## config.mk

```make
export PLATFORM = sky130hd
export DESIGN_NAME = hkvc_ctrl
export DESIGN_NICKNAME = d
export VERILOG_FILES = /design/src/rtl/hkvc_pkg.sv /design/src/rtl/hkvc_ctrl.sv
export SDC_FILE = /design/constraint.sdc
export NUM_CORES = 1
export LEC_CHECK = 0
export ABC_AREA = 0
export BUFFER_PORTS_ARGS = -buffer_cell sky130_fd_sc_hd__buf_4
export CAP_MARGIN = 0
export CORE_UTILIZATION = 35
export DETAILED_ROUTE_END_ITERATION = 6
export GPL_TIMING_DRIVEN = 0
export PLACE_DENSITY = 0.53
export SETUP_SLACK_MARGIN = 0.05
export SLEW_MARGIN = 10
export SYNTH_ARGS = -nofsm -noshare
export SYNTH_HDL_FRONTEND = slang
export SYNTH_SLANG_ARGS = --single-unit
```

## constraint.sdc

```tcl
create_clock -name i_clk -period 5.45 [get_ports i_clk]
set_clock_uncertainty 0.15 [all_clocks]
set_input_delay 0.545 -clock i_clk [delete_from_list [all_inputs] [get_ports i_clk]]
set_output_delay 0.545 -clock i_clk [all_outputs]
set_load 0.1 [all_outputs]
```

## src/rtl/hkvc_pkg.sv

```systemverilog
package hkvc_pkg;

    // Request codes.
    typedef enum logic [1:0] {
        REQ_GET    = 2'd0,
        REQ_SET    = 2'd1,
        REQ_DELETE = 2'd2,
        REQ_EXISTS = 2'd3
    } t_req;

    // Result status codes.
    typedef enum logic [2:0] {
        ST_OK         = 3'd0,
        ST_MISS       = 3'd1,
        ST_BAD_LENGTH = 3'd2,
        ST_FULL       = 3'd3,
        ST_PRESENT    = 3'd4,
        ST_UNGETTABLE = 3'd5
    } t_status;

    // Configuration register indexes.
    localparam logic CFG_CAPACITY   = 1'b0;
    localparam logic CFG_UNGETTABLE = 1'b1;

    localparam logic [31:0] HASH_SEED   = 32'd5381;
    localparam logic [15:0] BUCKET_MASK = 16'hffff;
    localparam int          BUCKET_BITS = 16;

    // Datapath operations issued by the controller.
    typedef enum logic [3:0] {
        OP_NONE,
        OP_LOAD,       // latch request, start hashing
        OP_HASH,       // fold one key byte
        OP_MOD,        // reduce hash to bucket
        OP_HEAD_RD,    // read bucket head
        OP_SLOT_RD,    // read slot at cursor
        OP_STEP,       // cursor follows next link
        OP_GET_HIT,    // count hit, write back
        OP_ALLOC,      // pick a slot for a set
        OP_WRITE_NEW,  // store the new entry
        OP_LINK,       // link new entry behind tail or as head
        OP_DEL_PREV,   // patch predecessor or bucket head
        OP_DEL_NEXT,   // patch successor, clear slot, free it
        OP_CLEAR       // sweep one bucket entry to zero
    } t_op;

    typedef struct packed {
        t_op op;
    } t_cmd;

    typedef struct packed {
        logic       bad_klen;
        logic       bad_vlen;
        logic       full;
        logic       hash_done;
        logic       cur_null;
        logic       match;
        logic       next_null;
        logic       ungettable;
        logic       alloc_bad;
        logic       clear_done;
        t_req       req;
    } t_stat;

    // Sign-extended byte fold of the djb33x hash.
    function automatic logic [31:0] hash_step(input logic [31:0] h, input logic [7:0] b);
        logic [31:0] ext;
        ext = {{24{b[7]}}, b};
        return ((h << 5) + h) ^ ext;
    endfunction

endpackage

```

## src/rtl/hkvc_ctrl.sv

```systemverilog
module hkvc_ctrl (
    input  logic                 i_clk,
    input  logic                 i_rst_n,
    input  logic                 i_valid,
    output logic                 o_ready,
    output logic                 o_res_load,
    input  logic                 i_out_free,
    input  hkvc_pkg::t_stat      i_stat,
    output hkvc_pkg::t_cmd       o_cmd,
    output hkvc_pkg::t_status    o_status,
    output logic                 o_slot_sel
);
    import hkvc_pkg::*;

    typedef enum logic [13:0] {
        S_CLEAR   = 14'b00000000000001,
        S_IDLE    = 14'b00000000000010,
        S_HASH    = 14'b00000000000100,
        S_MOD     = 14'b00000000001000,
        S_HEAD    = 14'b00000000010000,
        S_RD      = 14'b00000000100000,
        S_CHK     = 14'b00000001000000,
        S_GET     = 14'b00000010000000,
        S_ALLOC   = 14'b00000100000000,
        S_WRITE   = 14'b00001000000000,
        S_LINK    = 14'b00010000000000,
        S_DPREV   = 14'b00100000000000,
        S_DNEXT   = 14'b01000000000000,
        S_DONE    = 14'b10000000000000
    } t_state;

    t_state r_state, n_state;
    t_status r_status, n_status;
    logic r_sel, n_sel;

    // Main sequencing: hash, head read, chain walk, then the operation.
    always_comb begin
        n_state  = r_state;
        n_status = r_status;
        n_sel    = r_sel;
        o_cmd.op = OP_NONE;
        o_ready  = 1'b0;
        unique case (r_state)
            S_CLEAR: begin
                o_cmd.op = OP_CLEAR;
                if (i_stat.clear_done) n_state = S_IDLE;
            end
            S_IDLE: begin
                o_ready = 1'b1;
                if (i_valid) begin
                    o_cmd.op = OP_LOAD;
                    n_state  = S_HASH;
                end
            end
            S_HASH: begin
                if (i_stat.bad_klen) begin
                    n_status = ST_BAD_LENGTH; n_sel = 1'b0; n_state = S_DONE;
                end else if (i_stat.hash_done) begin
                    n_state = S_MOD;
                end else begin
                    o_cmd.op = OP_HASH;
                end
            end
            S_MOD: begin
                o_cmd.op = OP_MOD;
                if (i_stat.req == REQ_SET && i_stat.bad_vlen) begin
                    n_status = ST_BAD_LENGTH; n_sel = 1'b0; n_state = S_DONE;
                end else if (i_stat.req == REQ_SET && i_stat.full) begin
                    n_status = ST_FULL; n_sel = 1'b0; n_state = S_DONE;
                end else begin
                    n_state = S_HEAD;
                end
            end
            S_HEAD: begin
                o_cmd.op = OP_HEAD_RD;
                n_state  = S_RD;
            end
            S_RD: begin
                if (i_stat.cur_null) begin
                    if (i_stat.req == REQ_SET) n_state = S_ALLOC;
                    else begin
                        n_status = ST_MISS; n_sel = 1'b0; n_state = S_DONE;
                    end
                end else begin
                    o_cmd.op = OP_SLOT_RD;
                    n_state  = S_CHK;
                end
            end
            S_CHK: begin
                if (i_stat.match) begin
                    n_sel = 1'b1;
                    unique case (i_stat.req)
                        REQ_SET:    begin n_status = ST_PRESENT; n_state = S_DONE; end
                        REQ_EXISTS: begin n_status = ST_OK; n_state = S_DONE; end
                        REQ_GET: begin
                            if (i_stat.ungettable) begin
                                n_status = ST_UNGETTABLE; n_state = S_DONE;
                            end else n_state = S_GET;
                        end
                        default: n_state = S_DPREV;
                    endcase
                end else begin
                    o_cmd.op = OP_STEP;
                    n_state  = S_RD;
                end
            end
            S_GET: begin
                o_cmd.op = OP_GET_HIT;
                n_status = ST_OK;
                n_state  = S_DONE;
            end
            S_ALLOC: begin
                o_cmd.op = OP_ALLOC;
                n_state  = S_WRITE;
            end
            S_WRITE: begin
                if (i_stat.alloc_bad) begin
                    n_status = ST_FULL; n_sel = 1'b0; n_state = S_DONE;
                end else begin
                    o_cmd.op = OP_WRITE_NEW;
                    n_state  = S_LINK;
                end
            end
            S_LINK: begin
                o_cmd.op = OP_LINK;
                n_status = ST_OK; n_sel = 1'b1;
                n_state  = S_DONE;
            end
            S_DPREV: begin
                o_cmd.op = OP_DEL_PREV;
                n_state  = S_DNEXT;
            end
            S_DNEXT: begin
                o_cmd.op = OP_DEL_NEXT;
                n_status = ST_OK;
                n_state  = S_DONE;
            end
            S_DONE: begin
                if (i_out_free) n_state = S_IDLE;
            end
            default: n_state = S_IDLE;
        endcase
    end

    assign o_res_load = (r_state == S_DONE) && i_out_free;
    assign o_status   = r_status;
    assign o_slot_sel = r_sel;

    always_ff @(posedge i_clk) begin
        if (!i_rst_n) begin
            r_state  <= S_CLEAR;
            r_status <= ST_OK;
            r_sel    <= 1'b0;
        end else begin
            r_state  <= n_state;
            r_status <= n_status;
            r_sel    <= n_sel;
        end
    end
endmodule

```

* After elaboration in Yosys (flattened, before gate mapping) *
Cells that the tools add are included.

operators by class
  order comparisons = 0
  divide/modulo/power cells = 0
  equality and inequality tests = 28
  $add $sub $neg = 0
  multipliers = 0
  reductions and logical operators = 11
  shift operators = 0
  bitwise operators = 0
  muxes and demuxes = 40

operators by type and width
  operator              number
  $mux 14               12
  $pmux 14 s12          1
  $pmux 4 s13           1
  $mux 3                10
  $pmux 14 s2           1
  $pmux 3 s6            1
  $ne 2x2->1 const B    8
  $eq 14x1->1 const B   1
  $eq 14x10->1 const B  1
  $eq 14x11->1 const B  1
  $eq 14x12->1 const B  1
  $eq 14x13->1 const B  1
  $eq 14x14->1 const B  1
  $eq 14x2->1 const B   1
  $eq 14x3->1 const B   1
  $eq 14x4->1 const B   1
  $eq 14x5->1 const B   1
  $eq 14x6->1 const B   1
  $eq 14x7->1 const B   1
  $eq 14x8->1 const B   1
  $eq 14x9->1 const B   1
  $reduce_bool 6->1     2
  $mux 1                9
  $ne 3x3->1 const B    3
  14 further kinds      17

word-level totals
  memories kept = 0
  memory bits (writable) = 0
  word-level logic and storage cells = 82
  bits of input ports = 16
  flip-flop bits (word level) = 18
  output and inout port bits = 10
  bits in read-only memories = 0
  bits in latches = 0

* Logic depth before layout (Yosys ltp) *
Gate-level depths: netlist (run 1).

  depth after elaboration = 5
  gate-level depth with buffers = 8
  depth with buffers taken out = 8

* Worst setup path after synthesis (run 1) *
Ideal clock, no wire load.

  path kind = register -> output
  start = register r_state[4]
  end = output o_cmd[0] (netlist name)
  path buffers = 1
  stages on the path, launching flop included = 8
  setup slack = 1.617 ns
  arrival time = 3.138 ns
  cell sequence = dfxtp_1 > clkbuf_1 > nor4_1 > nand4_1 > or3b_2 > inv_1 > nand2_1 > o2111ai_1

RTL lines
  element                 RTL line          source
  from (decl)             hkvc_ctrl.sv:32   t_state r_state, n_state;
  from (signal assigned)  hkvc_ctrl.sv:155  r_state <= n_state;
  to (decl)               hkvc_ctrl.sv:9    output hkvc_pkg::t_cmd o_cmd,

==> metrics.yaml, run 1 <==
worst_setup_path:
  cp_slowest_cell: "nor4_1"
  crit_arrival_ns: 2.88
  cpPeakStageDelay_ns: 0.81
  path_class: "reg2out"
  cp-start-kind: "register"
  crit_chain: "clkbuf_1 > nor4_1 > nand4_1 > or3b_2 > inv_1 > nand2_1 > o2111ai_1 > buf_4"
  worst-path-max-fanout: 8
  crit_required_ns: 4.76
  cp-end-kind: "primary output"
yosys:
  synth_nets: 198
  synth_cell_types: 49
  yosysSeqAreaShare_pct: 26.67
  synth_flop_cell: "dfxtp_1"
  yosys.area.top_type: "dfxtp_1"
  synthArstFlopShare_pct: 0
  syn-instance-count: 178
  syn_avg_cell_area_um2: 7.592
  synth_top_area_share_pct: 26.67
  synth_edf_count: 0
  yosys_register_bits: 18
  synth.top_cells.by_area: "dfxtp_1 27%, nor2_1 6.4%, nor4_1 5.6%"
  syn_area_um2: 1351
  yosysWarnings: 0
timing:
  tightestPinTransition_ns: 0.9771
  drv_slew: 0
  relSlewSlack_pct: 34.26
  fin_crit_sh_pct: 65.65
  final.min_clock_period_ns: 3.578
  finalSetupTns_ns: 0
  grt_setup_unrepaired: "false"
  setup_ws_ns: 1.872
  timing.fmax_mhz: 279.5
  setup_viol: 0
  hold_violations: 0
die:
  initial_core_util_pct: 36.64
  core_area_um2: 3689
  die-area_um2: 4113
  fp.dieW_um: 64.14
  io_pins: 26
  die_h_um: 64.14
  num_rows: 22
placement:
  place_ws_ns: 2.157
  routabilityCongestion: 0.9239
  dp.final_hpwl_um: 3298
  io_buffers: 23
pwr:
  cellLeakagePower_nw: 0.6642
  irDropWorstVdd_v: 0.0001067
  powerDensity_nw_per_um2: 187.5
route:
  vias: 1452
  routed_wl_um: 4153
  detail-route-antenna-nets: 0
  drt_iter0_markers: 163
  dr.pass1.iters: 4
  via_per_inst: 5.762
  drc: 0
  post_drt_wl_per_cell_um: 16.48
clocking:
  cts.sinks: 18
  cts_setup_buffers: 0
  cts_htree_levels: 1
  ctsHoldBuffers: 0
  cts_tree: "built"
  clk_path_buf_depth: 2
  numCtsBuffers: 3
  root_buffer: "clkbuf_8"
  cts.clk_slew.worst_paths_ns: 0.07
  clock_latency_ns: 0.25
  cts_resized: 0
run:
  cap_violations: 0
outcome:
  status: "finished clean"
global_route:
  antenna_found_initial: 0
  grt_max_degree: 11
  grt_usage_pct: 22.63
  grt_overflow_total: 0
  grt_pass1_wl_um: 7024
  grt_pass1_vias: 1392
layout:
  fin_nets: 226
  drive_gt1_share_pct: 19.61
  syn2layout_area_growth_pct: 20.28
  diodes: 0
min_path:
  hp-class: "reg2reg"
per-stage QoR:
| step | power [W] | utilization [%] | instance area (µm²) | hold WS (ns) | cells |
|---|---|---|---|---|---|
| 2_1_floorplan | 0.0001906 | - | 1351 | 0.3909 | 178 |
| 3_3_place_gp | 0.0002129 | 42.94 | 1584 | 0.2928 | 249 |
| 3_5_place_dp | 0.0002139 | 42.94 | 1584 | 0.3000 | 249 |
| 4_1_cts | 0.0003077 | 44.06 | 1625 | 0.3107 | 252 |
| 5_1_grt | 0.0003210 | 44.06 | 1625 | 0.3264 | 252 |
| 6_report | 0.0003047 | 44.06 | 1625 | 0.3065 | 252 |
logic make-up after synthesis:
family                     share of synthesized area [%]
AOI/OAI and AO/OA                                  13.71
xor gates and xnor gates                           2.593
adders and majority gates                          3.704
buffers and inverters                              5.463
DFF                                                26.67
muxes                                              2.222
and+or+nand+nor                                    45.65
sequential cells by signal, summed over array words and instances (netlist names):
register	flops
o_slot_sel	1
r_state	14
o_status	3
placed cells by master (no fill, tap or decap), types with 4 or more instances in the layout:
| cell | count |
|---|---|
| clkbuf_1 | 6 |
| inv_1 | 8 |
| nor4_1 | 12 |
| nor3_1 | 10 |
| buf_4 | 23 |
| nor3b_1 | 4 |
| a21oi_1 | 5 |
| or4_1 | 5 |
| nand4_1 | 4 |
| o21ai_0 | 5 |
| ha_1 | 4 |
| nand2_1 | 17 |
| nand2b_1 | 4 |
| dfxtp_1 | 18 |
| nor2_1 | 23 |
worst paths after layout:
path,cells past startpoint,slack (ns),start,endpoint
worst max-delay path,8,1.87,r_state[4],o_cmd[0]
worst max register to register,6,2.59,r_state[4],o_status[2]
worst min register to register,2,0.31,o_slot_sel,o_slot_sel
worst min-delay path,2,0.31,o_slot_sel,o_slot_sel
where the power goes:
part	internal [W]	switching, W	total, W
Clock	0.0000491	0.0000439	0.0000931
Combinational	0.0000230	0.0000528	0.0000758
Sequential	0.000133	0.00000247	0.000136
Total	0.000206	0.0000992	0.000305
worst max-delay path, delay by kind of cell, from the launching register on:
kind | cells | cell delay [ns]
simple gates | 4 | 1.64
buf+inv | 3 | 0.61
compound gates | 1 | 0.07
flops | 1 | 0.30
routing by layer:
metal / vias up / part of all wire (%) / GRT usage (%)
met3: 12 / 6.0 / 2.857
li1: 709 / - / -
met5: - / 0 / 0
met4: 0 / 3.5 / 12.22
met2: 49 / 45 / 34.44
met1: 682 / 45 / 30.81
final cells by class:
class / instances / area (µm²)
flip-flops and latches: 18 / 360.3
clock buffers: 3 / 41.29
repair buffers: 23 / 172.7
well taps: 48 / 60.06
fillers: 394 / 2063
plain buffers: 9 / 43.79
inverters: 8 / 30.03
multi-input cells: 143 / 917.1
cell usage after synthesis, types with 2 or more instances:
cell      number
nor2_1        23
dfxtp_1       18
nand2_1       17
nor4_1        12
nor3_1        10
inv_1          8
clkbuf_1       6
a21oi_1        5
o21ai_0        5
or4_1          5
ha_1           4
nand2b_1       4
nand4_1        4
nor3b_1        4
mux2i_1        3
nand3_1        3
nand4b_1       3
nor2b_1        3
or2_2          3
xnor2_1        3
and3_1         2
and4_1         2
and4b_1        2
buf_2          2
or3b_2         2
or4b_2         2
Power figures use the tool's default switching activity.
==> run 2: changes to the inputs <==
--- a/config.mk
+++ b/config.mk
@@ -5,13 +5,13 @@
 export SDC_FILE = /design/constraint.sdc
 export NUM_CORES = 1
 export LEC_CHECK = 0
-export ABC_AREA = 0
+export ABC_AREA = 1
 export BUFFER_PORTS_ARGS = -buffer_cell sky130_fd_sc_hd__buf_4
 export CAP_MARGIN = 0
 export CORE_UTILIZATION = 35
 export DETAILED_ROUTE_END_ITERATION = 6
 export GPL_TIMING_DRIVEN = 0
-export PLACE_DENSITY = 0.53
+export PLACE_DENSITY = 0.52
 export SETUP_SLACK_MARGIN = 0.05
 export SLEW_MARGIN = 10
 export SYNTH_ARGS = -nofsm -noshare
==> constraint.sdc (replaced) <==
create_clock -name i_clk -period 3.3 [get_ports i_clk]
set_clock_uncertainty 0.15 [all_clocks]
set_input_delay 0.33 -clock i_clk [delete_from_list [all_inputs] [get_ports i_clk]]
set_output_delay 0.33 -clock i_clk [all_outputs]
set_load 0.1 [all_outputs]
==> run 2 against run 1 <==
Clock power rose by 66%. Register-to-register slack worse by 1.1 ns. Cell count is 19% higher. Core utilization grew 0.96 points. Global-route usage shrank 3.4 points. Non-clock buffer count fell by 6. Sequential power is 64% higher. Via count is essentially flat. Clock-buffer cell count unchanged. Combinational power grew 72%. Flip-flop and latch count did not move. Total power is 67% higher. Critical endpoint unchanged.
==> metrics.yaml, run 2 <==
yosys:
  yosysWarnings: 0  # unchanged
  synthArstFlopShare_pct: 0  # unchanged
  synth_nets: 245  # +24%
  synth_cell_types: 26  # -47%
  syn_area_um2: 1436  # +6.3%
  yosys-top-cells-count: "38 x nand2_1, 38 x nor2_1, 34 x inv_1"
  synth.top_cells.by_area: "dfxtp_1 25%, nand2_1 9.9%, nor2_1 9.9%"
  synth_flop_cell: "dfxtp_1"
  syn-instance-count: 225  # +26%
  yosys.area.top_type: "dfxtp_1"
  synth_top_area_share_pct: 25.09  # -1.6 points
  yosys_register_bits: 18  # unchanged
  synth_edf_count: 0  # unchanged
  yosysSeqAreaShare_pct: 25.09  # -1.6 points
  syn_avg_cell_area_um2: 6.384  # -16%
global_route:
  met2_usage_pct: 33.29  # -1.2 points
  grt_max_degree: 11  # unchanged
  grt_pass1_vias: 1396  # +0.29%
  grt_util_met1_pct: 25.29  # -5.5 points
  grt.busiest_layer: "met2"
  grt_usage_pct: 19.26  # -3.4 points
  use_met3_pct: 1.552  # -1.3 points
  antenna_found_initial: 0  # unchanged
  grt_overflow_total: 0  # unchanged
  grt_pass1_wl_um: 6348  # -9.6%
worst_setup_path:
  critPathLaunch: "r_state[5]"
  crit_required_ns: 2.82  # -1.94 ns
  worst-path-max-fanout: 8  # unchanged
  cp-end-kind: "primary output"
  crit_arrival_ns: 1.94  # -0.94 ns
  cp-start-kind: "register"
  path_class: "reg2out"
  r2r_cells: 11  # +5
  r2r_start: "r_state[0]"
min_path:
  holdCritStartpoint: "i_rst_n"
  hp-class: "in2reg"
  whs_path_depth: 2  # unchanged
placement:
  dp.final_hpwl_um: 3123  # -5.3%
  dpl.cell_count: 296  # +19%
  routabilityCongestion: 0.8182  # -11%
  io_buffers: 23  # unchanged
clocking:
  root_buffer: "clkbuf_8"
  clock_latency_ns: 0.25  # about the same
  cts_resized: 0  # unchanged
  cts.clk_slew.worst_paths_ns: 0.07  # about the same
  numCtsBuffers: 3  # unchanged
  cts_setup_buffers: 0  # unchanged
  clk_path_buf_depth: 2  # unchanged
  cts.sinks: 18  # unchanged
  ctsHoldBuffers: 0  # unchanged
  cts_tree: "built"
  cts_htree_levels: 1  # unchanged
timing:
  tightestPinTransition_ns: 0.5781  # -0.3990 ns
  drv_slew: 0  # unchanged
  hold_violations: 0  # unchanged
  setup_viol: 0  # unchanged
  fin_crit_sh_pct: 73.22
  timing.fmax_mhz: 413.8
  grt_setup_unrepaired: "false"
  final.min_clock_period_ns: 2.416
  relSlewSlack_pct: 61.46  # +27 points
  finalSetupTns_ns: 0  # unchanged
die:
  die-area_um2: 4364  # +6.1%
  fp.dieW_um: 66.06  # +3.0%
  initial_core_util_pct: 37.81  # +1.2 points
  die_h_um: 66.06  # +3.0%
  io_pins: 26  # unchanged
  num_rows: 22  # unchanged
  core_area_um2: 3799  # +3.0%
layout:
  diodes: 0  # unchanged
  finalNonFillerCells: 299  # +19%
  fin_util_pct: 45.03  # +0.96 points
  syn2layout_area_growth_pct: 19.08
  drive_gt1_share_pct: 23.51  # +3.9 points
  final_cell_mix: "38 x nor2_1, 38 x nand2_1, 34 x inv_1"
  n_fill_cell: 433  # +9.9%
  fin_nets: 273  # +21%
  top_register: "r_state"
  largest_register_ffs: 14  # unchanged
route:
  routed_wl_um: 3701  # -11%
  via_per_inst: 4.853  # -16%
  dr.pass1.iters: 4  # unchanged
  drc: 0  # unchanged
  vias: 1451  # -0.069%
  post_drt_wl_per_cell_um: 12.38  # -25%
  detail-route-antenna-nets: 0  # unchanged
  drt_iter0_markers: 75  # -54%
pwr:
  cellLeakagePower_nw: 0.8967  # +35%
  irDropWorstVdd_v: 0.0001324  # +24%
  powerDensity_nw_per_um2: 297.2  # +59%
run:
  cap_violations: 0  # unchanged
outcome:
  status: "finished clean"
## run 2: changes by cell type in the layout (fill, tap and decap cells not counted), sizes merged, moves of 6 or more
| cell | before | now |
|---|---|---|
| or4 | 6 | 0 |
| nand4 | 4 | 10 |
| nor2 | 23 | 55 |
| inv | 8 | 37 |
| nor4 | 12 | 0 |
| nand2 | 17 | 47 |
| nand3 | 3 | 27 |
## run 2: layout make-up
| class | instances | area, µm² | area share, % |
|---|---|---|---|
| multi-input combinational | 167 | 914.6 | 53.47 |
| tap | 48 | 60.06 | 3.511 |
| timing repair buffer | 23 | 172.7 | 10.10 |
| buffer | 3 | 20.02 | 1.170 |
| clock buffer | 3 | 41.29 | 2.414 |
| inverter | 37 | 141.4 | 8.266 |
| sequential | 18 | 360.3 | 21.07 |
## run 2: critical path, cell delays in order, from the launching register on
cell,delay [ns]
dfxtp_1,0.35
nor2_2,0.18
nand2_4,0.14
nor2_8,0.19
nand4_1,0.24
nand2_1,0.16
nor2_1,0.05
nand4_1,0.08
buf_4,0.30
## run 2: cell families (layout without fill, tap and decap cells)
logic type	Yosys count	count (layout)	synth area share, %
AND/OR/NAND/NOR	152	152	55.84
flip-flops	18	18	25.09
buffers and inverters	40	66	11.24
AO/OA/AOI/OAI	11	11	4.355
adder cells (fa/ha/maj)	4	4	3.484
## run 2: worst paths after layout
check / slack (ns) / endpoint
setup / recovery: 0.88 / o_cmd[0]
hold / removal: 0.19 / r_state[0]
setup reg to reg: 1.49 / r_state[13]
hold reg to reg: 0.34 / o_status[0]
## run 2: report_power, final
part	total (W)	switching [W]	leakage (nW)	internal, W
clock network	0.000155	0.0000741	0.0216	0.0000811
logic	0.000130	0.0000936	0.729	0.0000365
registers	0.000223	0.00000247	0.146	0.000221
## run 2: stage by stage
step                      hold WS [ns]   power, W  setup slack, ns  cell area [µm²]
after floorplan                 0.3185  0.0003227           0.3901             1436
after global placement          0.3331  0.0003590            1.156             1669
after detailed placement        0.3329  0.0003588            1.176             1669
after CTS                       0.1870  0.0005141           0.8851             1710
after global routing            0.2054  0.0005382           0.7434             1710
final                           0.1877  0.0005084           0.8836             1710
## run 2: metal layers
layer	routed length, µm	vias up
li1	-	776
met1	1857	650
met2	1690	21
met3	106	4
met4	46	0
met5	0	-
